`src/design/tcce_pkg.sv`:
```
// shared types and constants of the text console cursor engine
package tcce_pkg;

    localparam logic [6:0] CH_QMARK = 7'h3F;
    localparam logic [6:0] CH_CR    = 7'h0D;
    localparam logic [6:0] CH_LF    = 7'h0A;

    localparam int unsigned REG_IDX_W = 2;
    localparam logic [REG_IDX_W-1:0] REG_ENABLED      = 2'd0;
    localparam logic [REG_IDX_W-1:0] REG_COLUMN_COUNT = 2'd1;
    localparam logic [REG_IDX_W-1:0] REG_ROW_COUNT    = 2'd2;

    localparam logic [1:0] CONT_PREFIX = 2'b10;

    localparam int unsigned TDATA_W = 64;

    typedef struct packed {
        logic       console_enabled;
        logic [7:0] column_count;
        logic [7:0] row_count;
    } cfg_t;

    typedef struct packed {
        logic [15:0] cursor_offset;
        logic [7:0]  cursor_row;
        logic [7:0]  cursor_column;
        logic        scroll_up;
        logic [6:0]  cell_char;
        logic [7:0]  cell_row;
        logic [7:0]  cell_column;
        logic        cell_write;
    } result_t;

endpackage

```
`src/design/tcce_cfg_regs.sv`:
```
// configuration register bank of the text console cursor engine
module tcce_cfg_regs (
    input  logic                           aclk,
    input  logic                           aresetn,
    input  logic                           cfg_valid,
    output logic                           cfg_ready,
    input  logic [tcce_pkg::REG_IDX_W-1:0] cfg_index,
    input  logic [7:0]                     cfg_data,
    output tcce_pkg::cfg_t                 cfg
);

    tcce_pkg::cfg_t cfg_reg;
    tcce_pkg::cfg_t cfg_next;

    assign cfg_ready = 1'b1;
    assign cfg       = cfg_reg;

    always_comb begin
        cfg_next = cfg_reg;
        if (cfg_valid) begin
            case (cfg_index)
                tcce_pkg::REG_ENABLED:      cfg_next.console_enabled = cfg_data[0];
                tcce_pkg::REG_COLUMN_COUNT: cfg_next.column_count    = cfg_data;
                tcce_pkg::REG_ROW_COUNT:    cfg_next.row_count       = cfg_data;
                default:                    cfg_next = cfg_reg;
            endcase
        end
    end

    always_ff @(posedge aclk) begin
        if (!aresetn) begin
            cfg_reg.console_enabled <= 1'b1;
            cfg_reg.column_count    <= 8'd80;
            cfg_reg.row_count       <= 8'd25;
        end else begin
            cfg_reg <= cfg_next;
        end
    end

endmodule

```
`src/design/tcce_cursor.sv`:
```
// cursor state and per-byte cursor update logic
module tcce_cursor (
    input  logic                aclk,
    input  logic                aresetn,
    input  tcce_pkg::cfg_t      cfg,
    input  logic                step,
    input  logic [7:0]          byte_in,
    output logic                has_result,
    output tcce_pkg::result_t   result
);

    logic [7:0] cur_col_reg;
    logic [7:0] cur_row_reg;
    logic [7:0] cur_col_next;
    logic [7:0] cur_row_next;

    logic        size_ok;
    logic [6:0]  ch;
    logic [8:0]  col_inc;
    logic [8:0]  row_inc;
    logic [8:0]  col_calc;
    logic [8:0]  row_calc;
    logic        wrap_check;
    logic        scroll;
    logic [15:0] row_prod;

    always_comb begin
        size_ok    = cfg.console_enabled && (cfg.column_count != 8'd0)
                     && (cfg.row_count != 8'd0);
        has_result = size_ok && (byte_in[7:6] != tcce_pkg::CONT_PREFIX);
        ch         = byte_in[7] ? tcce_pkg::CH_QMARK : byte_in[6:0];
        col_inc    = {1'b0, cur_col_reg} + 9'd1;
        row_inc    = {1'b0, cur_row_reg} + 9'd1;

        result     = '0;
        col_calc   = col_inc;
        row_calc   = {1'b0, cur_row_reg};
        wrap_check = 1'b0;

        case (ch)
            tcce_pkg::CH_CR: begin
                col_calc = 9'd0;
            end
            tcce_pkg::CH_LF: begin
                col_calc   = 9'd0;
                row_calc   = row_inc;
                wrap_check = 1'b1;
            end
            default: begin
                result.cell_write  = 1'b1;
                result.cell_column = cur_col_reg;
                result.cell_row    = cur_row_reg;
                result.cell_char   = ch;
                if (col_inc >= {1'b0, cfg.column_count}) begin
                    col_calc   = 9'd0;
                    row_calc   = row_inc;
                    wrap_check = 1'b1;
                end
            end
        endcase

        scroll = wrap_check && (row_calc >= {1'b0, cfg.row_count});
        if (scroll) begin
            row_calc = {1'b0, cfg.row_count - 8'd1};
        end

        cur_col_next = col_calc[7:0];
        cur_row_next = row_calc[7:0];
        row_prod     = {8'd0, cur_row_next} * {8'd0, cfg.column_count};

        result.scroll_up     = scroll;
        result.cursor_column = cur_col_next;
        result.cursor_row    = cur_row_next;
        result.cursor_offset = row_prod + {8'd0, cur_col_next};
    end

    always_ff @(posedge aclk) begin
        if (!aresetn) begin
            cur_col_reg <= 8'd0;
            cur_row_reg <= 8'd0;
        end else if (step && has_result) begin
            cur_col_reg <= cur_col_next;
            cur_row_reg <= cur_row_next;
        end
    end

    a_col_in_range: assert property (@(posedge aclk) disable iff (!aresetn)
        cur_col_reg != 8'hFF)
        else $error("cursor column reached an impossible value");

    a_scroll_last_row: assert property (@(posedge aclk) disable iff (!aresetn)
        has_result && result.scroll_up |-> result.cursor_row == cfg.row_count - 8'd1)
        else $error("scroll did not leave the cursor on the last row");

    a_no_write_home: assert property (@(posedge aclk) disable iff (!aresetn)
        has_result && !result.cell_write |-> result.cursor_column == 8'd0)
        else $error("carriage return or line feed left a nonzero column");

endmodule

```
`src/design/text_console_cursor_engine_unit.sv`:
```
// Text console cursor engine: takes one UTF-8 byte per transfer and returns the
// cell write and cursor position it causes. One byte is accepted every cycle
// while the m_ side does not stall; a byte that gives a result passes the input
// register, then the result register, before it is offered on the m_ side.
// The cursor update loop, which reads and writes the column and row registers
// in the same cycle, sets that rate. Continuation bytes, and all bytes while the
// console is disabled or sized to zero, give no result. Configuration writes are
// taken every cycle.
module text_console_cursor_engine_unit (
    input  logic                           aclk,
    input  logic                           aresetn,
    input  logic                           s_tvalid,
    output logic                           s_tready,
    input  logic [7:0]                     s_tdata,   // byte_in
    output logic                           m_tvalid,
    input  logic                           m_tready,
    // cell_write, cell_column, cell_row, cell_char, scroll_up,
    // cursor_column, cursor_row, cursor_offset, zero fill
    output logic [tcce_pkg::TDATA_W-1:0]   m_tdata,
    input  logic                           cfg_valid,
    output logic                           cfg_ready,
    input  logic [tcce_pkg::REG_IDX_W-1:0] cfg_index,
    input  logic [7:0]                     cfg_data
);

    tcce_pkg::cfg_t    cfg;
    tcce_pkg::result_t res;
    logic              has_result;
    logic              consume;

    logic              in_valid_reg;
    logic              in_valid_next;
    logic [7:0]        in_byte_reg;
    logic              out_valid_reg;
    logic              out_valid_next;
    tcce_pkg::result_t out_data_reg;

    tcce_cfg_regs u_cfg (
        .aclk      (aclk),
        .aresetn   (aresetn),
        .cfg_valid (cfg_valid),
        .cfg_ready (cfg_ready),
        .cfg_index (cfg_index),
        .cfg_data  (cfg_data),
        .cfg       (cfg)
    );

    tcce_cursor u_cursor (
        .aclk       (aclk),
        .aresetn    (aresetn),
        .cfg        (cfg),
        .step       (consume),
        .byte_in    (in_byte_reg),
        .has_result (has_result),
        .result     (res)
    );

    assign consume  = in_valid_reg && (!out_valid_reg || m_tready);
    assign s_tready = !in_valid_reg || consume;
    assign m_tvalid = out_valid_reg;
    assign m_tdata  = {{(tcce_pkg::TDATA_W - $bits(tcce_pkg::result_t)){1'b0}}, out_data_reg};

    always_comb begin
        in_valid_next = in_valid_reg;
        if (s_tvalid && s_tready) begin
            in_valid_next = 1'b1;
        end else if (consume) begin
            in_valid_next = 1'b0;
        end

        out_valid_next = out_valid_reg;
        if (consume) begin
            out_valid_next = has_result;
        end else if (m_tready) begin
            out_valid_next = 1'b0;
        end
    end

    always_ff @(posedge aclk) begin
        if (!aresetn) begin
            in_valid_reg  <= 1'b0;
            out_valid_reg <= 1'b0;
        end else begin
            in_valid_reg  <= in_valid_next;
            out_valid_reg <= out_valid_next;
        end
    end

    always_ff @(posedge aclk) begin
        if (s_tvalid && s_tready) begin
            in_byte_reg <= s_tdata;
        end
        if (consume && has_result) begin
            out_data_reg <= res;
        end
    end

    a_result_from_input: assert property (@(posedge aclk) disable iff (!aresetn)
        $rose(out_valid_reg) |-> $past(in_valid_reg))
        else $error("result appeared without a buffered input byte");

    a_stalled_input_full: assert property (@(posedge aclk) disable iff (!aresetn)
        !s_tready |-> in_valid_reg && out_valid_reg && !m_tready)
        else $error("input stalled while the pipeline could advance");

    a_stall_holds_result: assert property (@(posedge aclk) disable iff (!aresetn)
        out_valid_reg && !m_tready |=> out_valid_reg && $stable(out_data_reg))
        else $error("stalled result changed");

endmodule
```
`config.mk`:
```
export PLATFORM = sky130hd
export DESIGN_NAME = text_console_cursor_engine_unit
export DESIGN_NICKNAME = d
export VERILOG_FILES = /design/src/design/tcce_pkg.sv /design/src/design/tcce_cfg_regs.sv /design/src/design/tcce_cursor.sv /design/src/design/text_console_cursor_engine_unit.sv
export SDC_FILE = /design/constraint.sdc
export NUM_CORES = 1
export LEC_CHECK = 0
export BUFFER_PORTS_ARGS = -buffer_cell sky130_fd_sc_hd__buf_2
export CAP_MARGIN = 20
export CORE_MARGIN = 2
export CORE_UTILIZATION = 50
export CTS_BUF_LIST = sky130_fd_sc_hd__clkbuf_4 sky130_fd_sc_hd__clkbuf_8 sky130_fd_sc_hd__clkbuf_16
export DETAILED_ROUTE_END_ITERATION = 6
export PLACE_DENSITY = 0.7
export SETUP_SLACK_MARGIN = 0.3
export SYNTH_ARGS = -nofsm -noshare
export SYNTH_HDL_FRONTEND = slang
export SYNTH_SLANG_ARGS = --single-unit
```
`constraint.sdc`:
```
create_clock -name aclk -period 17.9 [get_ports aclk]
set_clock_uncertainty 0.2 [all_clocks]
set_input_delay 0.895 -clock aclk [delete_from_list [all_inputs] [get_ports aclk]]
set_output_delay 0.895 -clock aclk [all_outputs]
set_load 0.01 [all_outputs]
```
## After elaboration in Yosys (flattened, before gate mapping)

Index checks and enable logic that the tools add are counted.

| word-level totals | value |
|---|---|
| flip-flop bits (word level) | 100 |
| latch bits | 0 |
| memory bits (writable) | 0 |
| memory bits (read-only) | 0 |
| bits of input ports | 23 |
| output and inout bits | 67 |
| word-level logic and storage cells | 61 |
| memories kept | 0 |

| operators by class | value |
|---|---|
| add/sub/neg operators | 4 |
| multiply operators | 1 |
| divide/modulo/power cells | 0 |
| order comparisons | 2 |
| eq/ne operators | 5 |
| shift-type cells | 0 |
| multiplexer cells | 13 |
| bitwise gates (word level) | 0 |
| reductions and logical operators | 20 |

Operator list:

| operator | count |
|---|---|
| two-way mux 8 bit | 3 |
| adder 8 x 1 -> 9 bit (second input constant) | 2 |
| greater-or-equal comparator 9 x 8 -> 1 bit | 2 |
| case mux 9 bit (2 select lines) | 1 |
| adder 16 x 8 -> 16 bit | 1 |
| multiplier 8 x 8 -> 16 bit | 1 |
| nonzero test 8 bit | 2 |
| equality test 7 x 4 -> 1 bit (second input constant) | 2 |
| two-way mux 9 bit | 1 |
| subtractor 8 x 1 -> 8 bit (second input constant) | 1 |
| logical AND 1 bit | 7 |
| two-way mux 7 bit | 1 |
| two-way mux 1 bit | 6 |
| AND reduction 2 bit | 3 |
| nonzero test 2 bit | 2 |
| equality test 2 x 1 -> 1 bit (second input constant) | 1 |
| equality test 2 bit (second input constant) | 1 |
| zero test 1 bit | 2 |
| zero test 2 bit | 1 |
| logical OR 1 bit | 2 |
| != test 2 bit (second input constant) | 1 |
| case mux 1 bit (2 select lines) | 1 |
| OR reduction 2 bit | 1 |

## Logic depth before layout (Yosys ltp)

Gate-level depths: netlist of run 1.

| depth | value |
|---|---|
| depth after elaboration | 9 |
| gate-level depth with buffers | 38 |
| depth with buffers taken out | 35 |

## Cells and area by module

From an unflattened synthesis of run 1, not the netlist that was laid out.

| second synthesis, totals | value |
|---|---|
| cell total of the unflattened synthesis | 766 |
| area, all modules | 7,430.9 µm² |

By module, submodules not included:

| module | instances | cells each | area each (µm²) | seq. area each (µm²) |
|---|---|---|---|---|
| tcce_cursor | 1 | 607 | 4,599.4 | 320.3 |
| text_console_cursor_engine_unit | 1 | 86 | 2,120.8 | 1,991.9 |
| tcce_cfg_regs | 1 | 73 | 710.7 | 340.3 |

## Worst setup path before layout of run 1

No wires, ideal clock.

| timing | value |
|---|---|
| kind | register to register |
| start point | register u_cursor.cur_col_reg[0] |
| end point | register out_data_reg, in the netlist m_tdata[55] (data pin) |
| setup time | 0.259 ns |
| data arrival time | 7.738 ns |
| required time | 17.441 ns |
| slack | 9.703 ns |
| stages on the path, launching flop included | 36 |
| buffers on the path | 2 |
| clock period less this slack | 8.197 ns |
| cells stage by stage | dfxtp_1 -> ha_1 -> and3_2 -> xor2_1 -> ha_1 -> and3_1 -> a221o_1 -> a31oi_4 -> a31oi_4 -> buf_4 -> nand2_1 -> xnor2_1 -> ha_1 -> a21oi_1 -> o21ai_0 -> o2111ai_1 -> and2_4 -> buf_6 -> o21ai_0 -> o21ai_2 -> nand2_1 -> fa_1 -> fa_1 -> inv_1 -> fa_1 -> inv_1 -> fa_1 -> inv_1 -> ha_1 -> nor3_1 -> nor2_1 -> a31oi_1 -> nor2b_1 -> o21a_1 -> o211ai_1 -> xnor2_1 |

RTL lines:

| element | line | text |
|---|---|---|
| from (decl) | tcce_cursor.sv:12 | `logic [7:0] cur_col_reg;` |
| from (signal assigned) | tcce_cursor.sv:82 | `cur_col_reg <= cur_col_next;` |
| to (signal assigned) | text_console_cursor_engine_unit.sv:94 | `out_data_reg <= res;` |
| to (decl) | text_console_cursor_engine_unit.sv:36 | `tcce_pkg::result_t out_data_reg;` |

==> flow_summary.ini, run 1 <==
[clock_network]
clk_latency_ps = 360
htreeDepth = 3
path_clk_slew_ps = 80
clk_path_buf_depth = 2
ctsHoldBuffers = 0
cts_buffers = 9
cts_tree = built
post_cts_buffers = 0
cts-root-buf = clkbuf_16
cts.sinks = 100
ctsResizeCount = 0

[power_and_ir_drop]
powerDensity_nw_per_um2 = 62.9
power_uw = 492
ir_drop_mv = 0.0415
p_leak_uw = 0.00349

[yosys]
synthAdderAreaFrac = 0.222
syn_area_um2 = 7070
synth_top_family_by_area = adder cells
synth_edf_count = 65
muxShareOfSynthArea = 0.0216
synth-seq-cells = 100
async_flop_share = 0
syn_inst = 707
avgSynthCellArea_um2 = 9.99
synthSimpleGateAreaFrac = 0.165
ys_seq_area_frac = 0.375
synth_xor_area_frac = 0.0372
synthFlopType = edfxtp_1
yosysWarnings = 0
synth_compound_area_frac = 0.0999
yosysUniqueCellTypes = 59

[worst_setup_path]
r2r_setup_slack_ps = 8670
timing.rr.start = u_cursor.cur_col_reg[0]$_SDFFE_PN0P_
worstRegToRegCells = 33
r2r-end = m_tdata[54]$_DFFE_PP_
worstPathArrival_ps = 9140
slowest_stage = fa_1
end_kind = flip-flop
required_ps = 17820
setup.worst_path.start_class = flip-flop
max_stage_delay_ps = 530
critPathLaunch = u_cursor.cur_col_reg[0]$_SDFFE_PN0P_
worst-setup-path-type = reg -> reg
crit_fanout = 15
crit_end = m_tdata[54]$_DFFE_PP_

[die]
die_w_um = 123
ios = 90
start_util = 0.511
row_count = 43
core_um2 = 13800
dieArea_um2 = 15100
die_y_um = 123

[global_routing]
grt.met3_usage = 0.0386
grt_pass1_wl_mm = 26.4
grt_max_degree = 69
met2_usage = 0.371
gr-total-overflow = 0
grt_pass1_vias = 5193
top_usage_layer = met2
grtUsageMet1 = 0.312
track_usage = 0.228
antenna_found_initial = 0

[sta]
period_share = 0.515
rsz0062_at_grt = no
whs_ps = 290
tightest_slew_ps = 885
slew_viol_final = 0
max_slew_margin = 0.406
setup_tns_ps = 0
hold_violations = 0
setup_viol = 0
max_freq_mhz = 108
min_period_ps = 9230
fin_ws_ps = 8670

[final_layout]
drive_above_1_share = 0.153
area.growth.synth_to_final_pct = 10.7
largest_reg_flops = 57
fillerInstances = 1212
diodes = 0
fin_nets = 894

[routing]
wl_per_cell_um = 16.8
finalWirelength_mm = 16.0
via_per_inst = 5.35
ant_nets = 0
drtIter0Drc = 355
dr.pass1.iters = 5
vias = 5121
drc = 0

[run_status]
outcome = complete, no violations

[placement]
io_buffers = 81
dp_hpwl_mm = 12.0
post-place-ws_ps = 8790
place.gp.congestion = 0.926

[worst_hold_path]
min-delay-path-class = reg -> reg
min-delay-start = u_cfg.cfg[16]$_SDFFE_PN1P_

[job]
maxCapViolations = 0
==> worst min-delay path by stage <==
stage / to / slack [ps] / cells after the start
floorplan: u_cfg.cfg[16]$_SDFFE_PN1P_ / 240 / 2
global placement: u_cfg.cfg[16]$_SDFFE_PN1P_ / 270 / 2
detailed placement: u_cfg.cfg[16]$_SDFFE_PN1P_ / 270 / 2
CTS: u_cfg.cfg[16]$_SDFFE_PN1P_ / 290 / 2
global route: u_cfg.cfg[16]$_SDFFE_PN1P_ / 310 / 2
finish: u_cfg.cfg[16]$_SDFFE_PN1P_ / 290 / 2
==> worst max-delay path, delay by kind of cell (launching register included) <==
family	cells	cell delay (ps)
adder cells (fa/ha/maj)	8	3100
XOR/XNOR	3	440
flip-flops	1	460
multiplexers	1	230
AND/OR/NAND/NOR	7	1410
AO/OA/AOI/OAI	11	2980
buffers and inverters	3	150
==> cells in the final DEF, fill, tap and decap left out, types with 3 or more instances in the layout <==
cell type | synthesis | final
a211oi_1 | 3 | 3
nand2_1 | 93 | 93
nand3b_1 | 6 | 6
fa_1 | 44 | 44
a21oi_1 | 33 | 33
mux2i_1 | 13 | 13
nor2b_1 | 9 | 9
ha_1 | 55 | 55
a31oi_1 | 4 | 4
o211ai_1 | 7 | 7
nor3_1 | 8 | 8
dfxtp_1 | 35 | 35
buf_2 | 3 | 81
inv_1 | 94 | 93
conb_1 | 2 | 8
a21o_1 | 3 | 3
o21ai_0 | 20 | 20
o21a_1 | 8 | 8
nor4_1 | 3 | 3
and2_1 | 43 | 43
xor2_1 | 6 | 6
nand3_1 | 11 | 11
and3_1 | 9 | 9
clkbuf_16 | 0 | 9
nor2_1 | 35 | 35
xnor2_1 | 24 | 24
edfxtp_1 | 65 | 65
==> report_power, final <==
part | internal (uW) | switching, uW | total [uW]
Sequential | 254 | 5.79 | 259
Combinational | 13.0 | 22.6 | 35.6
Clock | 98.1 | 99.0 | 197
Total | 365 | 127 | 492
==> area by class of cell <==
type	count	area (um2)	share of cell area
clock inverter	7	68.8	0.00879
sequential	100	2650	0.339
tap	180	225	0.0288
inverter	95	357	0.0456
clock buffer	9	225	0.0288
multi-input combinational	484	3880	0.496
timing repair buffer	82	413	0.0528
==> cells in the mapped netlist (4+ instances only) <==
cell type  number  area share
inv_1          94       0.050
nand2_1        93       0.049
edfxtp_1       65        0.28
ha_1           55       0.097
fa_1           44        0.12
and2_1         43       0.038
dfxtp_1        35       0.099
nor2_1         35       0.019
a21oi_1        33       0.023
xnor2_1        24       0.030
o21ai_0        20       0.014
clkbuf_1       18      0.0096
mux2i_1        13       0.018
nand3_1        11      0.0078
and3_1          9      0.0080
buf_4           9      0.0096
nor2b_1         9      0.0080
nor3_1          8      0.0057
o21a_1          8      0.0085
o211ai_1        7      0.0074
nand3b_1        6      0.0064
xor2_1          6      0.0074
a31oi_1         4      0.0035
buf_6           4      0.0064
==> logic make-up after synthesis <==
logic type      Yosys count
buf+inv                 129
xor+xnor                 30
mux                      14
fa+ha+maj                99
compound gates           99
flops                   100
simple gates            234
other cells               2
==> per-stage QoR <==
stage                     cells   util  instance area [um2]
after CTS                   957  0.566                 7830
final                       957  0.566                 7830
after global routing        957  0.566                 7830
after global placement      941  0.545                 7530
after floorplan             713      -                 7090
after detailed placement    941  0.545                 7530
==> metal layers <==
layer	share of wire	wire length (um)
met1	0.44	7100
met2	0.49	7790
met3	0.054	858
met4	0.018	281
met5	0	0
(Power assumes the default switching activity.)
==> run 2: changes to the inputs <==
ABC_AREA = 1   (was default)
clock period = 9.6 ns   (was 17.9 ns; I/O delays follow)
==> flow_summary.ini, run 2 <==
[power_and_ir_drop]
power_frac_clock = 0.333
internal_power_uw = 831
p_leak_uw = 0.00384
power_frac_seq = 0.421
p_sw_frac = 0.315
power_switching_uw = 382
ir_drop_mv = 0.0860
combPwrFrac = 0.246
powerDensity_nw_per_um2 = 153

[job]
maxCapViolations = 0

[clock_network]
htreeDepth = 3
path_clk_slew_ps = 70
clk_latency_ps = 370
cts-root-buf = clkbuf_16
cts_buffers = 9
ctsHoldBuffers = 0
post_cts_buffers = 0
ctsResizeCount = 0
cts_tree = built
cts.sinks = 100
clk_path_buf_depth = 2

[yosys]
synth_edf_count = 65
syn_area_um2 = 7010
synthFlopType = edfxtp_1
synth-seq-cells = 100
syn_inst = 790
yosysTopAreaCell = edfxtp_1
yosysUniqueCellTypes = 40
avgSynthCellArea_um2 = 8.87
ys_top_cells_by_area = edfxtp_1 28%, fa_1 13%, dfxtp_1 10%
ys_seq_area_frac = 0.379
yosysWarnings = 0
yosys-top-cells-count = 158 x inv_1, 136 x nand2_1, 65 x edfxtp_1, 64 x a21oi_1, 55 x ha_1
yosysMostFrequentCell = inv_1
synth_top_area_share = 0.279
async_flop_share = 0

[sta]
setup_tns_ps = 0
hold_violations = 0
whs_ps = 84.3
slew_viol_final = 0
max_slew_margin = 0.330
rsz0062_at_grt = no
min_period_ps = 8360
tightest_slew_ps = 1000
setup_viol = 0
period_share = 0.871
max_freq_mhz = 120

[placement]
io_buffers = 81
dp.cells = 1041
place.gp.congestion = 0.923
dp_hpwl_mm = 11.6

[final_layout]
fin_nets = 994
diodes = 0
fillerInstances = 1254
multi_input_area_um2 = 3650
final_common_cell = inv_1
ff_latch_area_um2 = 2650
layout_common_cells = 158 x inv_1, 136 x nand2_1, 81 x buf_2, 65 x edfxtp_1, 64 x a21oi_1
largest_reg_flops = 57
postLayoutCoreUtil = 0.574
fin_cells = 1057
area.growth.synth_to_final_pct = 12.8
drive_above_1_share = 0.144

[worst_setup_path]
max_stage_delay_ps = 540
setup.worst_path.start_class = flip-flop
slowest_stage = fa_1
worstRegToRegCells = 46
required_ps = 9510
cp_common_cell = nand2_1
end_kind = flip-flop
worst-setup-path-type = reg -> reg
crit_fanout = 11
r2r_setup_slack_ps = 1240
r2r-end = m_tdata[56]$_DFFE_PP_
worstPathArrival_ps = 8280
timing.rr.start = u_cursor.cur_col_reg[0]$_SDFFE_PN0P_

[die]
die_w_um = 122
ios = 90
core_um2 = 13800
dieArea_um2 = 15000
start_util = 0.509
row_count = 43
die_y_um = 122

[routing]
vias = 5397
finalWirelength_mm = 15.2
via_per_inst = 5.11
wl_per_cell_um = 14.4
drc = 0
ant_nets = 0
drtIter0Drc = 475
dr.pass1.iters = 5

[worst_hold_path]
min-delay-path-class = in -> reg
min-delay-start = s_tdata[6]
hold_depth = 1
whs_endpoint = in_byte_reg[6]$_DFFE_PP_

[global_routing]
antenna_found_initial = 0
track_usage = 0.223
grt_max_degree = 82
grt_pass1_wl_mm = 25.4
grt_pass1_vias = 5081
gr-total-overflow = 0

[run_status]
outcome = complete, no violations
==> run 2: cell types whose count changed in the layout (fill, tap and decap cells not counted), moves of 8 or more <==
cell	previous run	this run
a21oi_1	33	64
and2_1	43	4
and3_1	9	0
inv_1	93	158
mux2i_1	13	0
nand2_1	93	136
nand2_2	0	10
nand3_1	11	47
nor2_1	35	47
nor2b_1	9	0
o21a_1	8	0
xnor2_1	24	3
xor2_1	6	24
==> run 2: cells by family after synthesis <==
| logic type | after synthesis | synth area share |
|---|---|---|
| buffers and inverters | 185 | 0.104 |
| xor gates and xnor gates | 27 | 0.0338 |
| and+or+nand+nor | 270 | 0.174 |
| DFF | 100 | 0.379 |
| adders and majority gates | 99 | 0.224 |
| AOI/OAI and AO/OA | 107 | 0.0845 |
| other | 2 | 0.00107 |
==> run 2: power by group through the flow <==
stage / sequential [uW] / clock [uW] / combinational [uW]
floorplan: 524 / 0 / 215
global placement: 520 / 0 / 290
detailed placement: 520 / 0 / 296
CTS: 510 / 408 / 300
global route: 513 / 430 / 346
finish: 510 / 404 / 299
==> run 2: how the worst max path moves through the flow <==
stage,slack [ps],depth (start not counted),endpoint,startpoint
after floorplan,2150,48,m_tdata[56]$_DFFE_PP_,u_cursor.cur_col_reg[0]$_SDFFE_PN0P_
after global placement,1540,48,m_tdata[56]$_DFFE_PP_,u_cursor.cur_col_reg[0]$_SDFFE_PN0P_
after detailed placement,1310,46,m_tdata[56]$_DFFE_PP_,u_cursor.cur_col_reg[0]$_SDFFE_PN0P_
after CTS,1290,46,m_tdata[56]$_DFFE_PP_,u_cursor.cur_col_reg[0]$_SDFFE_PN0P_
after global routing,470,48,m_tdata[56]$_DFFE_PP_,u_cursor.cur_col_reg[0]$_SDFFE_PN0P_
final,1240,46,m_tdata[56]$_DFFE_PP_,u_cursor.cur_col_reg[0]$_SDFFE_PN0P_
==> run 2: metal layers <==
| layer | track usage | vias up | wire, um | part of all wire |
|---|---|---|---|---|
| li1 | - | 2679 | - | - |
| met1 | 0.314 | 2490 | 7010 | 0.46 |
| met2 | 0.338 | 200 | 6730 | 0.44 |
| met3 | 0.0572 | 28 | 1130 | 0.074 |
| met4 | 0.0718 | 0 | 338 | 0.022 |
| met5 | 0 | - | 0 | 0 |
==> run 2: critical path: cells and delay by family (launching register included) <==
| family | cells | cell delay, ps |
|---|---|---|
| adder cells (fa/ha/maj) | 8 | 3160 |
| flip-flops | 1 | 420 |
| AO/OA/AOI/OAI | 4 | 710 |
| XOR/XNOR | 2 | 310 |
| buffers and inverters | 5 | 350 |
| AND/OR/NAND/NOR | 27 | 2950 |
==> run 2: cell type report <==
class | count | area share
tap | 180 | 0.0285
inverter | 168 | 0.0801
timing repair buffer | 82 | 0.0522
clock buffer | 9 | 0.0285
sequential | 100 | 0.336
multi-input combinational | 511 | 0.462
clock inverter | 7 | 0.0127
==> run 2: metrics by stage <==
stage                     area [um2]  total power [uW]  setup slack [ps]
final                           7900              1210              1240
after global routing            7900              1290               469
after CTS                       7900              1220              1290
after detailed placement        7580               815              1310
after global placement          7580               810              1540
after floorplan                 7030               740              2150
